File: config.mk
export PLATFORM = sky130hd
export DESIGN_NAME = button_press_classifier
export DESIGN_NICKNAME = d
export VERILOG_FILES = /design/src/bpc_pkg.sv /design/src/bpc_cfg_regs.sv /design/src/bpc_core.sv /design/src/bpc_out_reg.sv /design/src/button_press_classifier.sv
export SDC_FILE = /design/constraint.sdc
export NUM_CORES = 1
export LEC_CHECK = 0
export ABC_AREA = 0
export BUFFER_PORTS_ARGS = -buffer_cell sky130_fd_sc_hd__buf_2
export CORE_AREA = 2 2 118 120
export CTS_CLUSTER_SIZE = 12
export DETAILED_ROUTE_END_ITERATION = 6
export DIE_AREA = 0 0 120 122
export PLACE_DENSITY = 0.61
export REMOVE_ABC_BUFFERS = 1
export SLEW_MARGIN = 10
export SYNTH_ARGS = -nofsm -noshare
export SYNTH_HDL_FRONTEND = slang
export SYNTH_SLANG_ARGS = --single-unit
File: constraint.sdc
create_clock -name clk -period 6.99 [get_ports clk]
set_input_delay 0.699 -clock clk [delete_from_list [all_inputs] [get_ports clk]]
set_output_delay 0.699 -clock clk [all_outputs]
set_load 0.01 [all_outputs]
File: src/bpc_pkg.sv
package bpc_pkg;

  localparam int LockoutWidth = 10;
  localparam int SampleWidth  = 6;
  localparam int RunWidth     = 4;
  localparam int TicksWidth   = 11;
  localparam int CfgIdxWidth  = 3;
  localparam int CfgDataWidth = 11;

  localparam logic [LockoutWidth-1:0] LOCKOUT_RESET = 10'd150;
  localparam logic [SampleWidth-1:0]  SAMPLE_RESET  = 6'd5;
  localparam logic [RunWidth-1:0]     RELEASE_RESET = 4'd5;
  localparam logic [TicksWidth-1:0]   LONG_RESET    = 11'd1000;
  localparam logic [TicksWidth-1:0]   SHORT_RESET   = 11'd50;
  localparam logic [RunWidth-1:0]     RUN_MAX       = 4'hF;

  localparam logic PRESS_SHORT = 1'b0;
  localparam logic PRESS_LONG  = 1'b1;

  typedef enum logic [CfgIdxWidth-1:0] {
    CFG_LOCKOUT_TICKS   = 3'd0,
    CFG_SAMPLE_TICKS    = 3'd1,
    CFG_RELEASE_SAMPLES = 3'd2,
    CFG_LONG_TICKS      = 3'd3,
    CFG_SHORT_TICKS     = 3'd4
  } cfg_reg_t;

  typedef struct packed {
    logic press_edge;
    logic pin_level;
  } tick_t;

  typedef struct packed {
    logic                  press_kind;
    logic [TicksWidth-1:0] held_ticks;
  } press_t;

  typedef struct packed {
    logic [LockoutWidth-1:0] lockout_ticks;
    logic [SampleWidth-1:0]  sample_ticks;
    logic [RunWidth-1:0]     release_samples;
    logic [TicksWidth-1:0]   long_ticks;
    logic [TicksWidth-1:0]   short_ticks;
  } cfg_t;

  typedef struct packed {
    logic   valid;
    press_t data;
  } result_t;

endpackage

File: src/bpc_cfg_regs.sv
module bpc_cfg_regs (
  input  logic                              clk,
  input  logic                              rst,
  input  logic                              cfg_valid,
  input  logic [bpc_pkg::CfgIdxWidth-1:0]   cfg_index,
  input  logic [bpc_pkg::CfgDataWidth-1:0]  cfg_data,
  output bpc_pkg::cfg_t                     cfg
);

  always_ff @(posedge clk) begin
    if (rst) begin
      cfg.lockout_ticks   <= bpc_pkg::LOCKOUT_RESET;
      cfg.sample_ticks    <= bpc_pkg::SAMPLE_RESET;
      cfg.release_samples <= bpc_pkg::RELEASE_RESET;
      cfg.long_ticks      <= bpc_pkg::LONG_RESET;
      cfg.short_ticks     <= bpc_pkg::SHORT_RESET;
    end else if (cfg_valid) begin
      case (bpc_pkg::cfg_reg_t'(cfg_index))
        bpc_pkg::CFG_LOCKOUT_TICKS:
          cfg.lockout_ticks <= cfg_data[bpc_pkg::LockoutWidth-1:0];
        bpc_pkg::CFG_SAMPLE_TICKS:
          cfg.sample_ticks <= cfg_data[bpc_pkg::SampleWidth-1:0];
        bpc_pkg::CFG_RELEASE_SAMPLES:
          cfg.release_samples <= cfg_data[bpc_pkg::RunWidth-1:0];
        bpc_pkg::CFG_LONG_TICKS:
          cfg.long_ticks <= cfg_data[bpc_pkg::TicksWidth-1:0];
        bpc_pkg::CFG_SHORT_TICKS:
          cfg.short_ticks <= cfg_data[bpc_pkg::TicksWidth-1:0];
        default: begin
        end
      endcase
    end
  end

endmodule

File: src/bpc_core.sv
module bpc_core (
  input  logic             clk,
  input  logic             rst,
  input  bpc_pkg::cfg_t    cfg,
  input  bpc_pkg::tick_t   item,
  input  logic             step,
  output bpc_pkg::result_t res
);

  logic                               measuring;
  logic                               measuring_next;
  logic [bpc_pkg::TicksWidth-1:0]     elapsed;
  logic [bpc_pkg::TicksWidth-1:0]     elapsed_next;
  logic [bpc_pkg::SampleWidth-1:0]    sample_phase;
  logic [bpc_pkg::SampleWidth-1:0]    sample_phase_next;
  logic [bpc_pkg::RunWidth-1:0]       release_run;
  logic [bpc_pkg::RunWidth-1:0]       release_run_next;
  logic [bpc_pkg::LockoutWidth-1:0]   lockout_left;
  logic [bpc_pkg::LockoutWidth-1:0]   lockout_left_next;

  logic                               go;
  logic [bpc_pkg::LockoutWidth-1:0]   lockout_dec;
  logic [bpc_pkg::TicksWidth-1:0]     el_cur;
  logic [bpc_pkg::SampleWidth-1:0]    ph_cur;
  logic [bpc_pkg::RunWidth-1:0]       rr_cur;
  logic [bpc_pkg::TicksWidth:0]       el_inc;
  logic [bpc_pkg::TicksWidth-1:0]     el_new;
  logic [bpc_pkg::SampleWidth-1:0]    ph_new;
  logic [bpc_pkg::RunWidth-1:0]       rr_new;

  always_comb begin
    measuring_next    = measuring;
    elapsed_next      = elapsed;
    sample_phase_next = sample_phase;
    release_run_next  = release_run;
    lockout_left_next = lockout_left;
    res               = '0;

    lockout_dec = (lockout_left != '0) ? lockout_left - 1'b1 : lockout_left;
    go     = measuring;
    el_cur = elapsed;
    ph_cur = sample_phase;
    rr_cur = release_run;

    if (!measuring) begin
      lockout_left_next = lockout_dec;
      if (item.press_edge && lockout_dec == '0) begin
        go     = 1'b1;
        el_cur = '0;
        ph_cur = '0;
        rr_cur = '0;
      end
    end

    rr_new = rr_cur;
    if (ph_cur == '0) begin
      if (item.pin_level) begin
        rr_new = (rr_cur == bpc_pkg::RUN_MAX) ? rr_cur : rr_cur + 1'b1;
      end else begin
        rr_new = '0;
      end
    end

    el_inc = {1'b0, el_cur} + 1'b1;
    el_new = (el_inc > {1'b0, cfg.long_ticks}) ? cfg.long_ticks
                                               : el_inc[bpc_pkg::TicksWidth-1:0];
    ph_new = ph_cur + 1'b1;

    if (go) begin
      measuring_next    = 1'b1;
      elapsed_next      = el_new;
      release_run_next  = rr_new;
      sample_phase_next = ph_new;
      if (ph_new >= cfg.sample_ticks) begin
        sample_phase_next = '0;
        if (rr_new >= cfg.release_samples || el_new >= cfg.long_ticks) begin
          measuring_next    = 1'b0;
          lockout_left_next = cfg.lockout_ticks;
          release_run_next  = '0;
          res.data.held_ticks = el_new;
          if (el_new >= cfg.long_ticks) begin
            res.valid           = 1'b1;
            res.data.press_kind = bpc_pkg::PRESS_LONG;
          end else if (el_new >= cfg.short_ticks) begin
            res.valid           = 1'b1;
            res.data.press_kind = bpc_pkg::PRESS_SHORT;
          end
        end
      end
    end
  end

  always_ff @(posedge clk) begin
    if (rst) begin
      measuring    <= 1'b0;
      elapsed      <= '0;
      sample_phase <= '0;
      release_run  <= '0;
      lockout_left <= '0;
    end else if (step) begin
      measuring    <= measuring_next;
      elapsed      <= elapsed_next;
      sample_phase <= sample_phase_next;
      release_run  <= release_run_next;
      lockout_left <= lockout_left_next;
    end
  end

endmodule

File: src/bpc_out_reg.sv
module bpc_out_reg (
  input  logic            clk,
  input  logic            rst,
  input  logic            load,
  input  bpc_pkg::press_t data,
  output logic            free,
  output logic            press_valid,
  input  logic            press_stall,
  output bpc_pkg::press_t press
);

  logic press_valid_next;

  assign free = !press_valid || !press_stall;

  always_comb begin
    press_valid_next = press_valid;
    if (load) begin
      press_valid_next = 1'b1;
    end else if (!press_stall) begin
      press_valid_next = 1'b0;
    end
  end

  always_ff @(posedge clk) begin
    if (rst) begin
      press_valid <= 1'b0;
    end else begin
      press_valid <= press_valid_next;
    end
  end

  always_ff @(posedge clk) begin
    if (load) begin
      press <= data;
    end
  end

endmodule

File: src/button_press_classifier.sv
// Debounced short/long press detector. Each tick request carries the press
// edge flag and the pin level; one request is taken per clock cycle while
// tick_stall is low. A tick is held in the input register, and its state
// update and classification run combinationally on it; a press report is
// loaded into the output register as the tick advances. The rate is set by
// the state update loop in the core: one tick per cycle unless a report is
// held by press_stall. Configuration writes are taken at any time (cfg_ready
// is always high) and must only be issued while no ticks are in flight.
module button_press_classifier (
  input  logic                              clk,
  input  logic                              rst,
  input  logic                              tick_valid,
  output logic                              tick_stall,
  input  bpc_pkg::tick_t                    tick,
  output logic                              press_valid,
  input  logic                              press_stall,
  output bpc_pkg::press_t                   press,
  input  logic                              cfg_valid,
  output logic                              cfg_ready,
  input  logic [bpc_pkg::CfgIdxWidth-1:0]   cfg_index,
  input  logic [bpc_pkg::CfgDataWidth-1:0]  cfg_data
);

  bpc_pkg::cfg_t    cfg;
  bpc_pkg::tick_t   in_item;
  bpc_pkg::result_t res;
  logic             in_full;
  logic             in_full_next;
  logic             accept;
  logic             advance;
  logic             out_free;

  assign cfg_ready  = 1'b1;
  assign advance    = in_full && (!res.valid || out_free);
  assign tick_stall = in_full && !advance;
  assign accept     = tick_valid && !tick_stall;

  always_comb begin
    in_full_next = in_full;
    if (accept) begin
      in_full_next = 1'b1;
    end else if (advance) begin
      in_full_next = 1'b0;
    end
  end

  always_ff @(posedge clk) begin
    if (rst) begin
      in_full <= 1'b0;
    end else begin
      in_full <= in_full_next;
    end
  end

  always_ff @(posedge clk) begin
    if (accept) begin
      in_item <= tick;
    end
  end

  bpc_cfg_regs u_cfg (
    .clk       (clk),
    .rst       (rst),
    .cfg_valid (cfg_valid && cfg_ready),
    .cfg_index (cfg_index),
    .cfg_data  (cfg_data),
    .cfg       (cfg)
  );

  bpc_core u_core (
    .clk  (clk),
    .rst  (rst),
    .cfg  (cfg),
    .item (in_item),
    .step (advance),
    .res  (res)
  );

  bpc_out_reg u_out (
    .clk         (clk),
    .rst         (rst),
    .load        (advance && res.valid),
    .data        (res.data),
    .free        (out_free),
    .press_valid (press_valid),
    .press_stall (press_stall),
    .press       (press)
  );

endmodule

==> results of run 1 <==
==> cell type report <==
class / count / area [um2] / share of cell area [%]
clock buffers: 10 / 229 / 3.19
inverters: 64 / 240 / 3.35
flip-flops and latches: 90 / 1940 / 27.1
repair buffers: 116 / 827 / 11.5
well taps: 180 / 225 / 3.14
multi-input cells: 506 / 3670 / 51.2
clock inverters: 6 / 33.8 / 0.471
==> metal layers <==
layer | GRT usage [%] | vias to the layer above | wire length, um
met4 | 9.93 | 0 | 710
met1 | 31.3 | 2670 | 7620
li1 | - | 2700 | -
met2 | 39.1 | 226 | 8330
met3 | 3.04 | 54 | 1130
met5 | 0 | - | 0
==> cell usage after synthesis, types with 14 or more instances <==
master and number:
sky130_fd_sc_hd__inv_1 63, sky130_fd_sc_hd__a21oi_1 62, sky130_fd_sc_hd__nand3_1 27, sky130_fd_sc_hd__clkbuf_1 22, sky130_fd_sc_hd__dfxtp_1 76, sky130_fd_sc_hd__o211ai_1 16, sky130_fd_sc_hd__nand2_1 88, sky130_fd_sc_hd__a211oi_1 16
sky130_fd_sc_hd__ha_1 48, sky130_fd_sc_hd__nor2_1 58, sky130_fd_sc_hd__nor3_1 14, sky130_fd_sc_hd__edfxtp_1 14, sky130_fd_sc_hd__o21ai_0 16
==> worst register-to-register path: cells and delay by family, from the launching register on <==
kind / cells / cell delay (ns)
buffers and inverters: 26 / 3.35
flip-flops: 1 / 0.37
adder cells (fa/ha/maj): 1 / 0.20
XOR/XNOR: 1 / 0.24
AND/OR/NAND/NOR: 3 / 0.84
AO/OA/AOI/OAI: 8 / 1.93
==> stage by stage <==
stage | TNS, ns | instances
2_1_floorplan | -9.71 | 660
3_3_place_gp | 0 | 915
3_5_place_dp | -1.94 | 915
4_1_cts | 0 | 959
5_1_grt | -6.87 | 972
6_report | -0.0175 | 972
==> cell families after synthesis <==
family,share of synthesized area (%)
AND/OR/NAND/NOR,20.9
AO/OA/AOI/OAI,22.6
buffers and inverters,7.02
flip-flops,34.6
adder cells (fa/ha/maj),10.7
XOR/XNOR,2.18
multiplexers,1.96
other,0.0668
==> sequential cells by signal, indices dropped and copies added, names as in the netlist <==
name	cells
in_item	2
u_out.press_valid	1
u_out.press	12
u_core.release_run	4
u_core.measuring	1
u_core.elapsed	11
u_core.sample_phase	6
u_core.lockout_left	10
u_cfg.cfg	42
in_full	1
==> timing repair <==
| item | CTS | global route |
|---|---|---|
| endpoints found under the setup margin | 33 | 45 |
| gates cloned | 0 | 0 |
| pin swaps | 7 | 28 |
| gates resized for setup | 42 | 42 |
| setup buffers | 28 | 14 |
==> where the power goes <==
part	switching (mW)	internal, mW
Combinational	0.373	0.286
Clock	0.213	0.238
Sequential	0.0338	0.549
==> how the worst max path moves through the flow <==
| stage | startpoint | to | slack [ns] | cells past startpoint |
|---|---|---|---|---|
| 2_1_floorplan | u_core.lockout_left[0] | u_out.press[0] | -0.48 | 28 |
| 3_3_place_gp | u_core.lockout_left[1] | tick_stall | 0.12 | 29 |
| 3_5_place_dp | u_core.lockout_left[1] | u_core.release_run[2] | -0.15 | 30 |
| 4_1_cts | u_core.lockout_left[0] | tick_stall | 0.005 | 31 |
| 5_1_grt | u_core.lockout_left[3] | tick_stall | -0.43 | 26 |
| 6_report | u_core.lockout_left[3] | tick_stall | -0.02 | 27 |
==> insert_results.sql, run 1 <==
INSERT INTO impl_metrics (metric_group, metric, value, unit) VALUES
('status', 'outcome', 'complete, but fails checks', ''),
('status', 'violations', 'setup timing', ''),
('die', 'start_util', '41.6', '%'),
('clock_network', 'cts_buffers', '9', ''),
('worst_setup_path', 'critical_path.max_stage_delay', '0.50', 'ns'),
('cells_and_area', 'commonest_cells_after_routing_fill_and_taps_aside', 'sky130_fd_sc_hd__nand2_1, sky130_fd_sc_hd__buf_4, sky130_fd_sc_hd__dfxtp_1, sky130_fd_sc_hd__inv_1, sky130_fd_sc_hd__a21oi_1', ''),
('logic_synthesis', 'synthFlopType', 'sky130_fd_sc_hd__dfxtp_1', ''),
('timing', 'worst_case_headroom_to_the_max_slew_limit', '40.4', '%'),
('logic_synthesis', 'ys_async_sr_fraction', '0', '%'),
('place', 'post_detail_place_hpwl', '12000', 'um'),
('routing', 'post-route-drc-count', '0', ''),
('worst_setup_path', 'required', '6.29', 'ns'),
('timing', 'hold_viol_final', '0', ''),
('logic_synthesis', 'synth_sequential_area_ratio', '34.6', '%'),
('worst_hold_path', 'worst_hold_path.num_cells', '2', ''),
('worst_setup_path', 'worstPathBufferInverterCount', '8', ''),
('timing', 'fin_crit', '7.01', 'ns'),
('global_route', 'antenna_found_initial', '0', ''),
('die', 'ioPinCount', '36', ''),
('die', 'design.core.area', '13500', 'um2'),
('routing', 'drt_pre_antenna_iters', '5', ''),
('clock_network', 'clock_insertion_delay_worst_skew', '0.35', 'ns'),
('timing', 'worst_tran_pin_value', '0.893', 'ns'),
('place', 'numPortBuffers', '34', ''),
('place', 'placed_area', '6180', 'um2'),
('logic_synthesis', 'synth_cell_types', '65', ''),
('cells_and_area', 'final_area', '7170', 'um2'),
('logic_synthesis', 'flip_flop_and_latch_count_after_synthesis', '90', ''),
('timing', 'rsz_0062_raised_after_global_routing', 'yes', ''),
('worst_setup_path', 'crit_path_top_cell_by_count', 'sky130_fd_sc_hd__buf_6', ''),
('global_route', 'grtUsageTotal', '23.7', '%'),
('routing', 'route.final.wire_length', '17800', 'um'),
('timing', 'whs', '0.464', 'ns'),
('cells_and_area', 'post_route_cells_drive_above_1_share', '24.1', '%'),
('worst_setup_path', 'r2r_cell_count', '39', ''),
('logic_synthesis', 'synthDominantCellAreaShare', '27.1', '%'),
('clock_network', 'clk_transition_reported_paths', '0.07', 'ns'),
('power_and_ir_drop', 'overall_power', '1.69', 'mW'),
('timing', 'layout_setup_ws', '-0.0175', 'ns'),
('logic_synthesis', 'synthesis.instances', '695', ''),
('place', 'place_worst_setup_slack', '-0.152', 'ns'),
('job', 'cap_violations', '0', ''),
('cells_and_area', 'final_nets', '856', ''),
('timing', 'finalMaxSlewViolations', '0', ''),
('worst_hold_path', 'timing.hold.worst.start', 'u_cfg.cfg[6]', ''),
('power_and_ir_drop', 'power_leakage', '3.00', 'nW'),
('global_route', 'grt_first_pass_wirelength', '27500', 'um'),
('worst_hold_path', 'timing.hold.worst.class', 'reg2reg', ''),
('worst_setup_path', 'critical_path.top_delay_family', 'compound AO/OA/AOI/OAI gates', ''),
('timing', 'timing.final.setup_violations', '1', ''),
('routing', 'routed_wire_length_per_instance', '18.3', 'um'),
('logic_synthesis', 'yosysWarnings', '0', ''),
('logic_synthesis', 'synth_enable_flop_cells', '14', ''),
('routing', 'detail_route.iter0.violations', '463', ''),
('die', 'design.die.area', '14600', 'um2'),
('worst_hold_path', 'hold_path_end', 'u_cfg.cfg[6]', ''),
('power_and_ir_drop', 'power_density', '236', 'nW/um2'),
('cells_and_area', 'insertedDiodeCount', '0', ''),
('cells_and_area', 'area_delta_synth_final', '27.7', '%'),
('logic_synthesis', 'syn_area', '5620', 'um2'),
('worst_setup_path', 'critical_path_arrival', '6.31', 'ns'),
('routing', 'drt-vias-per-instance', '5.81', ''),
('worst_setup_path', 'worst_setup_sp_type', 'flop', ''),
('clock_network', 'ctsLongestPathBuffers', '2', ''),
('global_route', 'gr-total-overflow', '0', ''),
('global_route', 'grt_start_max_net_pins', '57', ''),
('worst_setup_path', 'crit_slowest_cell', 'sky130_fd_sc_hd__a2111oi_0', ''),
('logic_synthesis', 'yosysTopAreaCell', 'sky130_fd_sc_hd__dfxtp_1', ''),
('worst_setup_path', 'worstReg2RegStart', 'u_core.lockout_left[3]', ''),
('routing', 'antenna_left', '0', ''),
('worst_setup_path', 'reg2reg_to', 'u_core.elapsed[4]', '');
Note: power is estimated with default switching activity, not from simulation.
==> run 2: changes to the inputs <==
--- a/config.mk
+++ b/config.mk
@@ -7,11 +7,11 @@
 export LEC_CHECK = 0
 export ABC_AREA = 0
 export BUFFER_PORTS_ARGS = -buffer_cell sky130_fd_sc_hd__buf_2
-export CORE_AREA = 2 2 118 120
+export CORE_AREA = 2 2 105 107
 export CTS_CLUSTER_SIZE = 12
 export DETAILED_ROUTE_END_ITERATION = 6
-export DIE_AREA = 0 0 120 122
-export PLACE_DENSITY = 0.61
+export DIE_AREA = 0 0 107 109
+export PLACE_DENSITY = 0.74
 export REMOVE_ABC_BUFFERS = 1
 export SLEW_MARGIN = 10
 export SYNTH_ARGS = -nofsm -noshare
==> run 2 against run 1 <==
The run still ends with setup timing left. Critical path depth increased by 2. Via count is 1.4% lower. Design area fell by 4.1%. Die area is 20% lower. Critical path type unchanged.
==> insert_results.sql, run 2 (synthesized netlist as in run 1, its figures left out) <==
INSERT INTO impl_metrics (metric_group, metric, value, unit) VALUES
('timing', 'worst_case_headroom_to_the_max_slew_limit', '41.3', '%'),
('global_route', 'grtUsageTotal', '28.2', '%'),
('worst_setup_path', 'worstSetupPathType', 'reg2out', ''),
('worst_setup_path', 'worstReg2RegStart', 'u_core.lockout_left[1]', ''),
('place', 'post_detail_place_hpwl', '11700', 'um'),
('die', 'die_h', '109', 'um'),
('cells_and_area', 'fin_util', '64.9', '%'),
('timing', 'hold_viol_final', '0', ''),
('clock_network', 'clock_insertion_delay_worst_skew', '0.36', 'ns'),
('global_route', 'grt_start_max_net_pins', '57', ''),
('timing', 'finClkSkew', '0.00786', 'ns'),
('die', 'row_count', '38', ''),
('worst_setup_path', 'crit_slowest_cell', 'sky130_fd_sc_hd__or4_4', ''),
('place', 'place_worst_setup_slack', '-0.123', 'ns'),
('worst_setup_path', 'worst-path-max-fanout', '6', ''),
('routing', 'route.final.wire_length', '16500', 'um'),
('die', 'die_w', '107', 'um'),
('worst_setup_path', 'reg2reg_to', 'u_core.elapsed[2]', ''),
('routing', 'drt-vias-per-instance', '6.15', ''),
('global_route', 'gr-total-overflow', '0', ''),
('clock_network', 'cts_buffers', '9', ''),
('cells_and_area', 'final-seq-area', '1950', 'um2'),
('cells_and_area', 'area_delta_synth_final', '22.5', '%'),
('cells_and_area', 'final_common_cell', 'sky130_fd_sc_hd__nand2_1', ''),
('routing', 'drt_pre_antenna_iters', '5', ''),
('die', 'design.core.area', '10600', 'um2'),
('cells_and_area', 'commonest_cells_after_routing_fill_and_taps_aside', 'sky130_fd_sc_hd__nand2_1, sky130_fd_sc_hd__dfxtp_1, sky130_fd_sc_hd__inv_1, sky130_fd_sc_hd__nor2_1, sky130_fd_sc_hd__buf_4', ''),
('timing', 'clock.fmax', '142', 'MHz'),
('status', 'violations', 'setup timing', ''),
('cells_and_area', 'post_route_cells_drive_above_1_share', '21.8', '%'),
('timing', 'layout_setup_ws', '-0.0454', 'ns'),
('routing', 'antenna_left', '0', ''),
('worst_setup_path', 'worstPathBufferInverterCount', '5', ''),
('clock_network', 'clockRootBuffer', 'sky130_fd_sc_hd__clkbuf_8', ''),
('worst_setup_path', 'worstSetupEndpoint', 'tick_stall', ''),
('timing', 'worst_tran_pin_value', '0.878', 'ns'),
('power_and_ir_drop', 'power_density', '236', 'nW/um2'),
('die', 'start_util', '53.0', '%'),
('worst_setup_path', 'cp-startpoint', 'u_core.lockout_left[1]', ''),
('global_route', 'grt_pass1_vias', '5144', ''),
('worst_hold_path', 'timing.hold.worst.start', 'u_cfg.cfg[6]', ''),
('worst_setup_path', 'r2r_cell_count', '29', ''),
('die', 'design.die.area', '11700', 'um2'),
('worst_setup_path', 'required', '6.29', 'ns'),
('worst_hold_path', 'worst_hold_path.num_cells', '2', ''),
('timing', 'finalSetupTns', '-0.0454', 'ns'),
('cells_and_area', 'fillers', '875', ''),
('cells_and_area', 'finalNonFillerCells', '906', ''),
('worst_setup_path', 'cp-end-kind', 'output port', ''),
('clock_network', 'clk_transition_reported_paths', '0.09', 'ns'),
('place', 'place_inst', '874', ''),
('power_and_ir_drop', 'vdd.ir_drop.worst', '0.000191', 'V'),
('routing', 'post-route-drc-count', '0', ''),
('worst_setup_path', 'critical_path.top_delay_family', 'compound AO/OA/AOI/OAI gates', ''),
('cells_and_area', 'top_regs', 'u_cfg.cfg x42, u_out.press x12, u_core.elapsed x11', ''),
('clock_network', 'tritoncts', 'yes', ''),
('worst_setup_path', 'worst_setup_sp_type', 'flop', ''),
('timing', 'whs', '0.461', 'ns'),
('worst_hold_path', 'timing.hold.worst.class', 'reg2reg', ''),
('worst_setup_path', 'critical_path.max_stage_delay', '0.50', 'ns'),
('place', 'numPortBuffers', '34', ''),
('cells_and_area', 'largest_reg_flops', '42', ''),
('cells_and_area', 'insertedDiodeCount', '0', ''),
('global_route', 'antenna_found_initial', '0', ''),
('place', 'gp_congestion', '0.934', ''),
('timing', 'finalMaxSlewViolations', '0', ''),
('status', 'outcome', 'complete, but fails checks', ''),
('cells_and_area', 'final_nets', '830', ''),
('routing', 'route.vias.total', '5571', ''),
('timing', 'timing.final.setup_violations', '1', ''),
('clock_network', 'cts.sink_count', '90', ''),
('timing', 'rsz_0062_raised_after_global_routing', 'yes', ''),
('clock_network', 'ctsLongestPathBuffers', '2', ''),
('worst_setup_path', 'cp_num_cells', '29', ''),
('power_and_ir_drop', 'power_leakage', '2.86', 'nW'),
('worst_setup_path', 'crit_path_top_cell_by_count', 'sky130_fd_sc_hd__ha_4', ''),
('worst_setup_path', 'critical_path_arrival', '6.34', 'ns'),
('clock_network', 'cts_h_tree_lvls', '3', ''),
('cells_and_area', 'registers.top_by_ff_count', 'u_cfg.cfg', ''),
('worst_setup_path', 'ff2ff_setup_slack', '0.34', 'ns'),
('routing', 'detail_route.iter0.violations', '419', ''),
('die', 'ioPinCount', '36', ''),
('routing', 'routed_wire_length_per_instance', '18.3', 'um'),
('timing', 'fin_crit', '7.04', 'ns'),
('cells_and_area', 'multiInputGateArea', '3670', 'um2'),
('global_route', 'grt_first_pass_wirelength', '25900', 'um'),
('timing', 'layout_worst_path_cycle_share', '101', '%'),
('job', 'cap_violations', '0', '');
-- run 2: what timing repair did --
action / in CTS / in global routing
resized for setup: 29 / 55
hold buffers: 0 / 0
endpoints found under the setup margin: 32 / 42
cloned: 0 / 2
buffers inserted: 5 / 9
pin swaps: 7 / 20
-- run 2: area by class of cell --
| class | instances | area share [%] |
|---|---|---|
| sequential | 90 | 28.3 |
| clock buffer | 10 | 1.86 |
| clock inverter | 6 | 1.53 |
| multi-input combinational | 507 | 53.4 |
| inverter | 64 | 3.49 |
| timing repair buffer | 89 | 8.86 |
| tap | 140 | 2.55 |
-- run 2: power by group --
part,internal [mW],leakage (nW),switching [mW]
registers,0.549,0.777,0.0317
logic,0.260,1.98,0.356
clock network,0.235,0.112,0.190
total,1.04,2.86,0.577
-- run 2: metrics by stage --
stage | instance area (um2) | total power [mW]
final | 6880 | 1.62
after CTS | 6500 | 1.52
after global placement | 6120 | 1.07
after global routing | 6880 | 1.70
after detailed placement | 6120 | 1.08
after floorplan | 5460 | 0.907
-- run 2: routing by layer --
layer | share of wire, % | global-route usage [%]
met1 | 46 | 39.8
met2 | 47 | 45.2
met5 | 0 | 0
met3 | 5.3 | 3.53
met4 | 1.8 | 8.63
-- run 2: tightest hold or removal path, cell delays in order, from the launching register on --
cell	delay, ns
sky130_fd_sc_hd__dfxtp_1	0.32
sky130_fd_sc_hd__nand2_1	0.05
sky130_fd_sc_hd__a21oi_1	0.05
-- run 2: worst min path at each step --
stage	end	slack (ns)
after CTS	u_cfg.cfg[6]	0.46
after detailed placement	u_cfg.cfg[6]	0.45
final	u_cfg.cfg[6]	0.46
after floorplan	u_cfg.cfg[41]	0.43
after global routing	u_cfg.cfg[3]	0.48
after global placement	u_cfg.cfg[9]	0.44
==> run 3: changes to the inputs <==
--- a/config.mk
+++ b/config.mk
@@ -11,9 +11,11 @@
 export CTS_CLUSTER_SIZE = 12
 export DETAILED_ROUTE_END_ITERATION = 6
 export DIE_AREA = 0 0 107 109
+export HOLD_SLACK_MARGIN = 0.08
 export PLACE_DENSITY = 0.74
 export REMOVE_ABC_BUFFERS = 1
 export SLEW_MARGIN = 10
 export SYNTH_ARGS = -nofsm -noshare
 export SYNTH_HDL_FRONTEND = slang
 export SYNTH_SLANG_ARGS = --single-unit
+export TNS_END_PERCENT = 100
==> constraint.sdc (replaced) <==
create_clock -name clk -period 6.25 [get_ports clk]
set_input_delay 0.625 -clock clk [delete_from_list [all_inputs] [get_ports clk]]
set_output_delay 0.625 -clock clk [all_outputs]
set_load 0.01 [all_outputs]
==> run 3 against run 2 <==
Utilization increased by 4.3 points. Clock skew increased by 0.0040 ns. Clock-buffer cell count increased by 4. Worst setup slack got worse by 0.53 ns. Final cell count increased by 6.1%. First-iteration DRC count decreased by 5.0%. Combinational power increased by 33%. Design area increased by 6.6%. The flow still finishes with violations (setup timing). Clock power increased by 6.8%. Die area unchanged.
==> insert_results.sql, run 3 (synthesized netlist as in run 1, its figures left out) <==
INSERT INTO impl_metrics (metric_group, metric, value, unit) VALUES
('status', 'outcome', 'complete, but fails checks', ''),
('status', 'violations', 'setup timing', ''),
('job', 'cap_violations', '0', ''),
('cells_and_area', 'area_delta_synth_final', '30.6', '%'),
('global_route', 'grt_pass1_vias', '5511', ''),
('worst_setup_path', 'crit_slowest_cell', 'sky130_fd_sc_hd__or4_4', ''),
('cells_and_area', 'final-seq-area', '1940', 'um2'),
('timing', 'rsz_0062_raised_after_global_routing', 'yes', ''),
('global_route', 'antenna_found_initial', '0', ''),
('routing', 'route.final.wire_length', '17200', 'um'),
('cells_and_area', 'top_regs', 'u_cfg.cfg x42, u_out.press x12, u_core.elapsed x11', ''),
('cells_and_area', 'final_nets', '885', ''),
('clock_network', 'clockRootBuffer', 'sky130_fd_sc_hd__clkbuf_8', ''),
('die', 'row_count', '38', ''),
('routing', 'route.vias.total', '5831', ''),
('die', 'design.die.area', '11700', 'um2'),
('timing', 'clock.fmax', '146', 'MHz'),
('clock_network', 'cts.sink_count', '90', ''),
('timing', 'finalSetupTns', '-15.70', 'ns'),
('timing', 'layout_setup_ws', '-0.580', 'ns'),
('routing', 'met2WireLength', '8250', 'um'),
('routing', 'drt-vias-per-instance', '6.07', ''),
('cells_and_area', 'post_route_cells_drive_above_1_share', '28.4', '%'),
('place', 'post_detail_place_hpwl', '12200', 'um'),
('global_route', 'grt_start_max_net_pins', '57', ''),
('die', 'die_w', '107', 'um'),
('worst_setup_path', 'critical_path_arrival', '6.21', 'ns'),
('global_route', 'gr-total-overflow', '0', ''),
('cells_and_area', 'registers.top_by_ff_count', 'u_cfg.cfg', ''),
('timing', 'finClkSkew', '0.0119', 'ns'),
('die', 'start_util', '53.0', '%'),
('routing', 'routed_wire_length_per_instance', '17.9', 'um'),
('power_and_ir_drop', 'power_density', '260', 'nW/um2'),
('worst_setup_path', 'required', '5.62', 'ns'),
('routing', 'detail_route.iter0.violations', '398', ''),
('clock_network', 'ctsHoldBuffers', '0', ''),
('power_and_ir_drop', 'vdd.ir_drop.worst', '0.000198', 'V'),
('cells_and_area', 'insertedDiodeCount', '0', ''),
('place', 'place_worst_setup_slack', '-0.608', 'ns'),
('worst_setup_path', 'worst_setup_sp_type', 'flop', ''),
('routing', 'routedLengthMet1', '7440', 'um'),
('timing', 'hold_viol_final', '0', ''),
('clock_network', 'cts_h_tree_lvls', '3', ''),
('cells_and_area', 'final_area', '7330', 'um2'),
('die', 'ioPinCount', '36', ''),
('worst_hold_path', 'timing.hold.worst.class', 'in2reg', ''),
('place', 'numPortBuffers', '34', ''),
('clock_network', 'tritoncts', 'yes', ''),
('clock_network', 'ctsLongestPathBuffers', '2', ''),
('routing', 'post-route-drc-count', '0', ''),
('clock_network', 'clk_transition_reported_paths', '0.08', 'ns'),
('place', 'placed_area', '6500', 'um2'),
('cells_and_area', 'fillers', '829', ''),
('timing', 'layout_worst_path_cycle_share', '109', '%'),
('worst_setup_path', 'cp-end-kind', 'output port', ''),
('clock_network', 'clock_insertion_delay_worst_skew', '0.37', 'ns'),
('timing', 'worst_case_headroom_to_the_max_slew_limit', '45.0', '%'),
('routing', 'antenna_left', '0', ''),
('die', 'design.core.area', '10600', 'um2'),
('worst_setup_path', 'worst-path-max-fanout', '8', ''),
('timing', 'fin_crit', '6.83', 'ns'),
('global_route', 'grtUsageTotal', '30.1', '%'),
('power_and_ir_drop', 'power_leakage', '3.13', 'nW'),
('cells_and_area', 'final_common_cell', 'sky130_fd_sc_hd__buf_4', ''),
('cells_and_area', 'largest_reg_flops', '42', ''),
('cells_and_area', 'multiInputGateArea', '3730', 'um2'),
('worst_setup_path', 'critical_path.max_stage_delay', '0.50', 'ns'),
('cells_and_area', 'commonest_cells_after_routing_fill_and_taps_aside', 'sky130_fd_sc_hd__buf_4, sky130_fd_sc_hd__nand2_1, sky130_fd_sc_hd__dfxtp_1, sky130_fd_sc_hd__inv_1, sky130_fd_sc_hd__nor2_1', ''),
('routing', 'top_layer_used', 'met4', ''),
('place', 'gp_congestion', '0.928', ''),
('timing', 'finalMaxSlewViolations', '0', ''),
('routing', 'route.met3.wl', '1160', 'um'),
('timing', 'worst_tran_pin_value', '0.824', 'ns'),
('clock_network', 'cts_buffers', '9', ''),
('routing', 'drt_pre_antenna_iters', '5', ''),
('worst_setup_path', 'worstSetupPathType', 'reg2out', ''),
('global_route', 'grt_first_pass_wirelength', '27500', 'um'),
('timing', 'timing.final.setup_violations', '45', ''),
('die', 'die_h', '109', 'um');
## run 3: changes by cell type in the layout (fill, tap and decap cells not counted), sizes merged
cell / before / now
clkinv: 3 / 1
clkbuf: 10 / 14
clkinvlp: 1 / 0
buf: 89 / 144
bufinv: 3 / 2
## run 3: timing repair
item	in CTS	in global routing
endpoints found under the setup margin	61	61
gates cloned	1	0
pin swaps	31	27
resized for setup	72	24
setup buffers	10	9
## run 3: metrics by stage
step / instances / hold slack, ns / utilization [%] / power (mW)
after detailed placement: 926 / 0.448 / 61.3 / 1.32
after CTS: 952 / 0.420 / 67.2 / 1.86
after global placement: 926 / 0.446 / 61.3 / 1.30
after floorplan: 660 / 0.427 / - / 1.01
after global routing: 961 / 0.417 / 69.2 / 2.00
final: 961 / 0.432 / 69.2 / 1.91
## run 3: final timing paths
| path | start | end | slack (ns) | cells past startpoint |
|---|---|---|---|---|
| max | u_core.lockout_left[0] | tick_stall | -0.58 | 31 |
| min | tick[1] | in_item[1] | 0.43 | 1 |
| max reg2reg | u_core.lockout_left[0] | u_core.release_run[2] | -0.42 | 35 |
| min reg2reg | u_cfg.cfg[3] | u_cfg.cfg[3] | 0.46 | 2 |
## run 3: critical path: cells and delay by family (launching register included)
kind | cells | cell delay (ns)
compound gates | 9 | 1.85
simple gates | 10 | 1.62
fa+ha+maj | 4 | 0.95
buf+inv | 6 | 0.58
flops | 1 | 0.33
mux | 1 | 0.29
xor+xnor | 1 | 0.19
## run 3: metal layers
layer | vias up | GRT usage (%)
li1 | 2763 | -
met1 | 2765 | 40.2
met2 | 271 | 49.1
met3 | 32 | 5.20
met4 | 0 | 10.9
met5 | - | 0
## run 3: power by group
part           switching (mW)  leakage [nW]  internal (mW)
Combinational           0.432          2.24          0.386
Sequential             0.0227         0.776          0.614
Clock                   0.206         0.111          0.248
## run 3: area by class of cell
class,instances,share of cell area [%]
multi-input cells,507,50.8
flip-flops and latches,90,26.5
repair buffers,144,14.0
inverters,64,3.28
well taps,140,2.39
clock buffers,14,2.22
clock inverters,2,0.819
